## src/sv/ahp_pkg.sv

```systemverilog
// Shared types and constants for the allpass Hilbert IQ pair.
// Holds the allpass coefficient table, chain codes and the one-hot state types.
// No dependencies.
`default_nettype none

package ahp_pkg;

  localparam int COEF_FRAC = 30;
  localparam int COEF_W    = 31;

  // Chain codes: which cascade the shared section unit is working on
  localparam logic [1:0] CH_SIDE_I = 2'd0;
  localparam logic [1:0] CH_SIDE_Q = 2'd1;
  localparam logic [1:0] CH_MID_I  = 2'd2;

  // Pole radii, rounded to nine decimals
  localparam longint unsigned I_RADIUS9 [4] = '{
    64'd692387778, 64'd936065432, 64'd988229523, 64'd998748845
  };
  localparam longint unsigned Q_RADIUS9 [4] = '{
    64'd402192116, 64'd856171088, 64'd972290955, 64'd995288479
  };

  // Square the radius, round to nine decimals, then convert to unsigned Q1.30 (half up)
  function automatic logic [COEF_W-1:0] coef_q30(input longint unsigned r9);
    longint unsigned sq;
    longint unsigned cq;
    sq = (r9 * r9 + 64'd500000000) / 64'd1000000000;
    cq = ((sq << COEF_FRAC) + 64'd500000000) / 64'd1000000000;
    return cq[COEF_W-1:0];
  endfunction

  localparam logic [COEF_W-1:0] COEF_I [4] = '{
    coef_q30(I_RADIUS9[0]), coef_q30(I_RADIUS9[1]),
    coef_q30(I_RADIUS9[2]), coef_q30(I_RADIUS9[3])
  };
  localparam logic [COEF_W-1:0] COEF_Q [4] = '{
    coef_q30(Q_RADIUS9[0]), coef_q30(Q_RADIUS9[1]),
    coef_q30(Q_RADIUS9[2]), coef_q30(Q_RADIUS9[3])
  };

  typedef enum logic [3:0] {
    T_IDLE  = 4'b0001,
    T_ISSUE = 4'b0010,
    T_WAIT  = 4'b0100,
    T_DONE  = 4'b1000
  } top_state_t;

  typedef enum logic [4:0] {
    U_IDLE = 5'b00001,
    U_MLO  = 5'b00010,
    U_MHI  = 5'b00100,
    U_ACC  = 5'b01000,
    U_FIN  = 5'b10000
  } unit_state_t;

endpackage

`default_nettype wire

```

## src/sv/ahp_section_unit.sv

```systemverilog
// Shared second-order allpass section unit: y = c*(x + y2) - x2, rounded and saturated.
// Multiplies the magnitude in two halves on one multiplier. Depends on ahp_pkg.
`default_nettype none

module ahp_section_unit #(
  parameter int XW = 32,
  parameter int SW = 32
) (
  input  wire logic                      clk,
  input  wire logic                      rst_n,
  input  wire logic                      start,
  input  wire logic signed [XW-1:0]      x,
  input  wire logic signed [XW-1:0]      x2,
  input  wire logic signed [SW-1:0]      y2,
  input  wire logic [ahp_pkg::COEF_W-1:0] coef,
  output logic                           done,
  output logic signed [SW-1:0]           y
);
  import ahp_pkg::*;

  localparam int MW   = XW + 1;
  localparam int H    = (MW + 1) / 2;
  localparam int PW   = H + COEF_W;
  localparam int SUMW = MW + COEF_W + 1;
  localparam int QW   = SUMW - COEF_FRAC;
  localparam int YW   = ((QW > XW) ? QW : XW) + 2;
  localparam logic signed [YW-1:0] YMAX = YW'((64'sd1 <<< (SW - 1)) - 64'sd1);
  localparam logic signed [YW-1:0] YMIN = -YMAX - YW'(1);
  localparam logic [SUMW-1:0] ROUND_HALF = SUMW'(1) << (COEF_FRAC - 1);

  unit_state_t state_r, state_nxt;

  logic [MW-1:0]          mag_r;
  logic                   neg_r;
  logic signed [XW-1:0]   x2_r;
  logic [COEF_W-1:0]      coef_r;
  logic [PW-1:0]          prod_r;
  logic [SUMW-1:0]        acc_r;
  logic [QW-1:0]          q_r;

  logic signed [MW-1:0]   s;
  logic [MW-1:0]          mag;
  logic [SUMW-1:0]        sum;
  logic signed [YW-1:0]   qs;
  logic signed [YW-1:0]   x2s;
  logic signed [YW-1:0]   yw;

  assign s   = MW'(x) + MW'(y2);
  assign mag = s[MW-1] ? (~s + MW'(1)) : s;
  assign sum = (SUMW'(prod_r) << H) + acc_r;

  always_comb begin
    state_nxt = state_r;
    case (state_r)
      U_IDLE:  if (start) state_nxt = U_MLO;
      U_MLO:   state_nxt = U_MHI;
      U_MHI:   state_nxt = U_ACC;
      U_ACC:   state_nxt = U_FIN;
      U_FIN:   state_nxt = U_IDLE;
      default: state_nxt = U_IDLE;
    endcase
  end

  always_ff @(posedge clk) begin
    if (!rst_n) begin
      state_r <= U_IDLE;
    end else begin
      state_r <= state_nxt;
    end
  end

  always_ff @(posedge clk) begin
    case (state_r)
      U_IDLE: begin
        if (start) begin
          mag_r  <= mag;
          neg_r  <= s[MW-1];
          x2_r   <= x2;
          coef_r <= coef;
        end
      end
      U_MLO: prod_r <= PW'(coef_r * mag_r[H-1:0]);
      U_MHI: begin
        acc_r  <= SUMW'(prod_r) + ROUND_HALF;
        prod_r <= PW'(coef_r * mag_r[MW-1:H]);
      end
      U_ACC:   q_r <= sum[SUMW-1:COEF_FRAC];
      default: ;
    endcase
  end

  // Restore the sign, subtract the old input and saturate to the state range
  assign qs  = YW'({1'b0, q_r});
  assign x2s = YW'(x2_r);
  assign yw  = neg_r ? -(qs + x2s) : (qs - x2s);

  always_comb begin
    if (yw > YMAX) begin
      y = SW'(YMAX);
    end else if (yw < YMIN) begin
      y = SW'(YMIN);
    end else begin
      y = SW'(yw);
    end
  end

  assign done = (state_r == U_FIN);

endmodule

`default_nettype wire

```

## config.mk

```make
export PLATFORM = sky130hd
export DESIGN_NAME = ahp_section_unit
export DESIGN_NICKNAME = d
export VERILOG_FILES = /design/src/sv/ahp_pkg.sv /design/src/sv/ahp_section_unit.sv
export SDC_FILE = /design/constraint.sdc
export NUM_CORES = 2
export LEC_CHECK = 0
export BUFFER_PORTS_ARGS = -buffer_cell sky130_fd_sc_hd__buf_2
export CORE_MARGIN = 5
export CORE_UTILIZATION = 35
export DETAILED_ROUTE_END_ITERATION = 10
export GPL_TIMING_DRIVEN = 0
export SYNTH_ARGS = -nofsm -noshare
export SYNTH_HDL_FRONTEND = slang
export SYNTH_SLANG_ARGS = --single-unit
```

## constraint.sdc

```tcl
create_clock -name clk -period 17.74 [get_ports clk]
set_input_delay 3.548 -clock clk [delete_from_list [all_inputs] [get_ports clk]]
set_output_delay 3.548 -clock clk [all_outputs]
set_load 0.02 [all_outputs]
```

==> results by group <==
Clocking
  – Post-CTS Resized: 0
  – CTS Hold Bufs: 0
  – CTS max path bufs: 3
  – Clk slew on worst S/H paths: 0.07 ns
  – Htree depth: 1
  – CTS buffer count: 27
  – # clock sinks: 217
  – CTS tree: done
  – Postcts setup bufs: 0
  – Clock root buffer: clkbuf_16
  – Clk Latency, worst-skew pair: 0.63 ns

Floorplan
  – Core ar.: 0.137 mm²
  – # rows: 136
  – Initial Util: 35.1%
  – I/O pins: 163
  – Die ar.: 0.145 mm²
  – Die width: 381 µm
  – Die H: 381 µm

Logic synthesis
  – Synthesized cell area: 0.0482 mm²
  – Post-synth ARST share: 0%
  – FF+latch count, synth: 217
  – Net Count, Synth: 6811
  – Syn Inst Count: 5429
  – Ys flop type: edfxtp_1
  – Number of synthesized flops with an enable pin: 212
  – Distinct cells, synth: 80
  – Seq/Total Area, Yosys: 13.4%
  – Synth top area cells: fa_1 (35%), edfxtp_1 (13%), ha_1 (11%)
  – Yosys warns: 0
  – Yosys top cell by area: fa_1
  – Mapped Avg Cell Area: 8.88 µm²
  – Yosys top cell area share: 34.9%

Worst setup path
  – CP max stage cell: a221oi_1
  – WP data arrival: 5.72 ns
  – Worst Setup SP: x2_r[17]
  – Reg2Reg Setup Slack: 8.66 ns
  – R2r startpoint: coef_r[8]
  – Crit-path max cell delay: 0.67 ns
  – R2R depth: 24
  – CP Launch Type: flop
  – Worst path most repeated cell: o21ai_0
  – Crit. End Element: output pin
  – Critical R2R Capture: prod_r[38]
  – Crit path to: y[22]
  – Crit path kind: flop to output pin
  – Crit-path max FO: 10
  – Req. time, crit path: 14.19 ns
  – CP cell instances: inv_1 > ha_1 > ha_1 > clkbuf_1 > a21oi_1 > o21ai_0 > a2111oi_0 > o211ai_1 > a221oi_1 > nand3b_1 > o21ai_0 > xor2_1 > a21oi_1 > o31ai_1 > clkbuf_1 > o21ai_0 > buf_2

Detailed routing
  – # DRC: 0
  – DRT Pass-1 Iters: 5
  – DR vias: 37.8k
  – DRT antenna net count: 0
  – Final WL: 154 mm
  – DR WL/cell: 20.7 µm
  – Vias per cell: 5.08
  – Iter 0 DRT Violations: 2478

Layout
  – Final Instance Count excl. Fillers: 7443
  – Nets@finish: 7008
  – Share of cells above drive strength 1: 4.46%
  – Post-layout util: 38.1%
  – Layout area overhead: 8.46%

Timing
  – Setup-failing EPs final: 0
  – Fmax: 108 MHz
  – Setup TNS Final: 0 ns
  – Post-layout minimum cycle time: 9.27 ns
  – Period utilization: 52.3%
  – Count of final hold-check violations: 0
  – RSZ-0062 raised after global routing: false
  – Slew headroom: 11.6%
  – Worst Max-Slew Pin Slew: 1.31 ns
  – Slew Limit Fails: 0
  – Fin Clk Skew: 0.0491 ns

Global routing
  – Tot GR Track Use: 21.0%
  – Largest net degree at the start of global routing: 66
  – Gr ovfl total: 0
  – First-pass GRT wire length: 234 mm
  – Vias in the first global route: 39.4k
  – Initial antenna violation count: 9

Place
  – Placed Instances: 7391
  – IO buf count: 162
  – RePlAce Congestion: 0.961
  – Post-DP HPWL: 131 mm

Outcome
  – Outcome: finished, final reports clean

Job
  – Max-capacitance violation count: 0

Min path
  – Hold Crit Class: flop to flop
[synth_stat cells, types with 8 or more instances]
cell,number
nor3_1,22
o21a_1,22
or3_1,21
nand3_1,49
inv_1,1092
nor2b_1,32
a311oi_1,8
a21oi_1,219
and2_1,409
o211ai_1,17
nand2_1,785
xnor2_1,160
o31ai_1,27
a21o_1,96
a221oi_1,10
nand4_1,34
fa_1,841
nand2b_1,21
or2_2,10
o21ai_0,171
o21bai_1,28
nor4_1,16
a21boi_0,9
a2111oi_0,8
and3_1,28
ha_1,411
nor2_1,165
a31oi_1,22
a211oi_1,31
xor2_1,79
clkbuf_1,243
edfxtp_1,212
[sequential cells by signal (all words and copies together) (netlist names)]
signal / cells
prod_r: 48
q_r: 35
mag_r: 33
acc_r: 32
x2_r: 32
coef_r: 31
state_r: 5
neg_r: 1
[area by class of cell]
type | instances | area, µm²
fill | 14054 | 84900
multi-input combinational | 3869 | 36700
sequential | 217 | 6470
inverter | 1093 | 4100
tap | 1794 | 2240
buffer | 250 | 941
timing repair buffer | 168 | 895
clock buffer | 36 | 749
clock inverter | 13 | 170
antenna | 3 | 7.51
[routing by layer]
metal / part of all wire, % / track usage (%)
met5: 0.018 / 0
met4: 4.3 / 7.20
met3: 9.7 / 5.81
met2: 45 / 34.1
met1: 41 / 26.9
[through the flow]
stage | hold slack [ns] | instance area, µm² | setup slack, ns
global placement | 0.462 | 51300 | 8.88
detailed placement | 0.458 | 51400 | 8.90
floorplan | 0.433 | 48200 | 10.17
global route | 0.482 | 52300 | 8.11
finish | 0.471 | 52300 | 8.47
CTS | 0.477 | 52300 | 8.39
[worst min path at each step]
stage                     slack (ns)        end  depth (start not counted)        from
final                           0.47  acc_r[27]                          0  prod_r[27]
after global placement          0.46  acc_r[27]                          0  prod_r[27]
after global routing            0.48  acc_r[27]                          0  prod_r[27]
after floorplan                 0.43  acc_r[17]                          0  prod_r[17]
after CTS                       0.48  acc_r[27]                          0  prod_r[27]
after detailed placement        0.46  acc_r[27]                          0  prod_r[27]
[cells by family (layout without fill, tap and decap cells)]
family                     count (synthesis)  count (layout)  share of synthesized area (%)
DFF                                      217             217                           13.4
xor gates and xnor gates                 239             239                           4.34
adders and majority gates               1252            1252                           45.6
other                                      0               3                              0
and+or+nand+nor                         1622            1622                           16.1
buffers and inverters                   1343            1560                           10.5
AOI/OAI and AO/OA                        747             747                           9.90
muxes                                      9               9                          0.192
[worst max-delay path: cells and delay by family, from the launching register on]
| kind | cells | cell delay [ns] |
|---|---|---|
| DFF | 1 | 0.36 |
| and+or+nand+nor | 1 | 0.14 |
| adders and majority gates | 2 | 0.63 |
| AOI/OAI and AO/OA | 9 | 2.86 |
| buffers and inverters | 4 | 0.94 |
| xor gates and xnor gates | 1 | 0.16 |
[layout by cell type (no fill, tap or decap), types with 17 or more instances in the layout]
cell type / netlist / final
clkbuf_16: 0 / 27
o21bai_1: 28 / 28
a21oi_1: 219 / 219
a31oi_1: 22 / 22
o31ai_1: 27 / 27
and3_1: 28 / 28
a21o_1: 96 / 96
and2_1: 409 / 408
nand4_1: 34 / 34
buf_2: 1 / 164
xnor2_1: 160 / 160
clkbuf_1: 243 / 248
nor2_1: 165 / 165
nand3_1: 49 / 49
a211oi_1: 31 / 31
or3_1: 21 / 21
nand2b_1: 21 / 21
fa_1: 841 / 841
o21a_1: 22 / 22
xor2_1: 79 / 79
ha_1: 411 / 411
o21ai_0: 171 / 171
inv_1: 1092 / 1092
edfxtp_1: 212 / 212
nor2b_1: 32 / 32
nor3_1: 22 / 21
nand2_1: 785 / 785
o211ai_1: 17 / 17
Power is left out: the tool's default activity adds up to more than one toggle a clock period on the data nets, which glitch-free logic cannot reach.
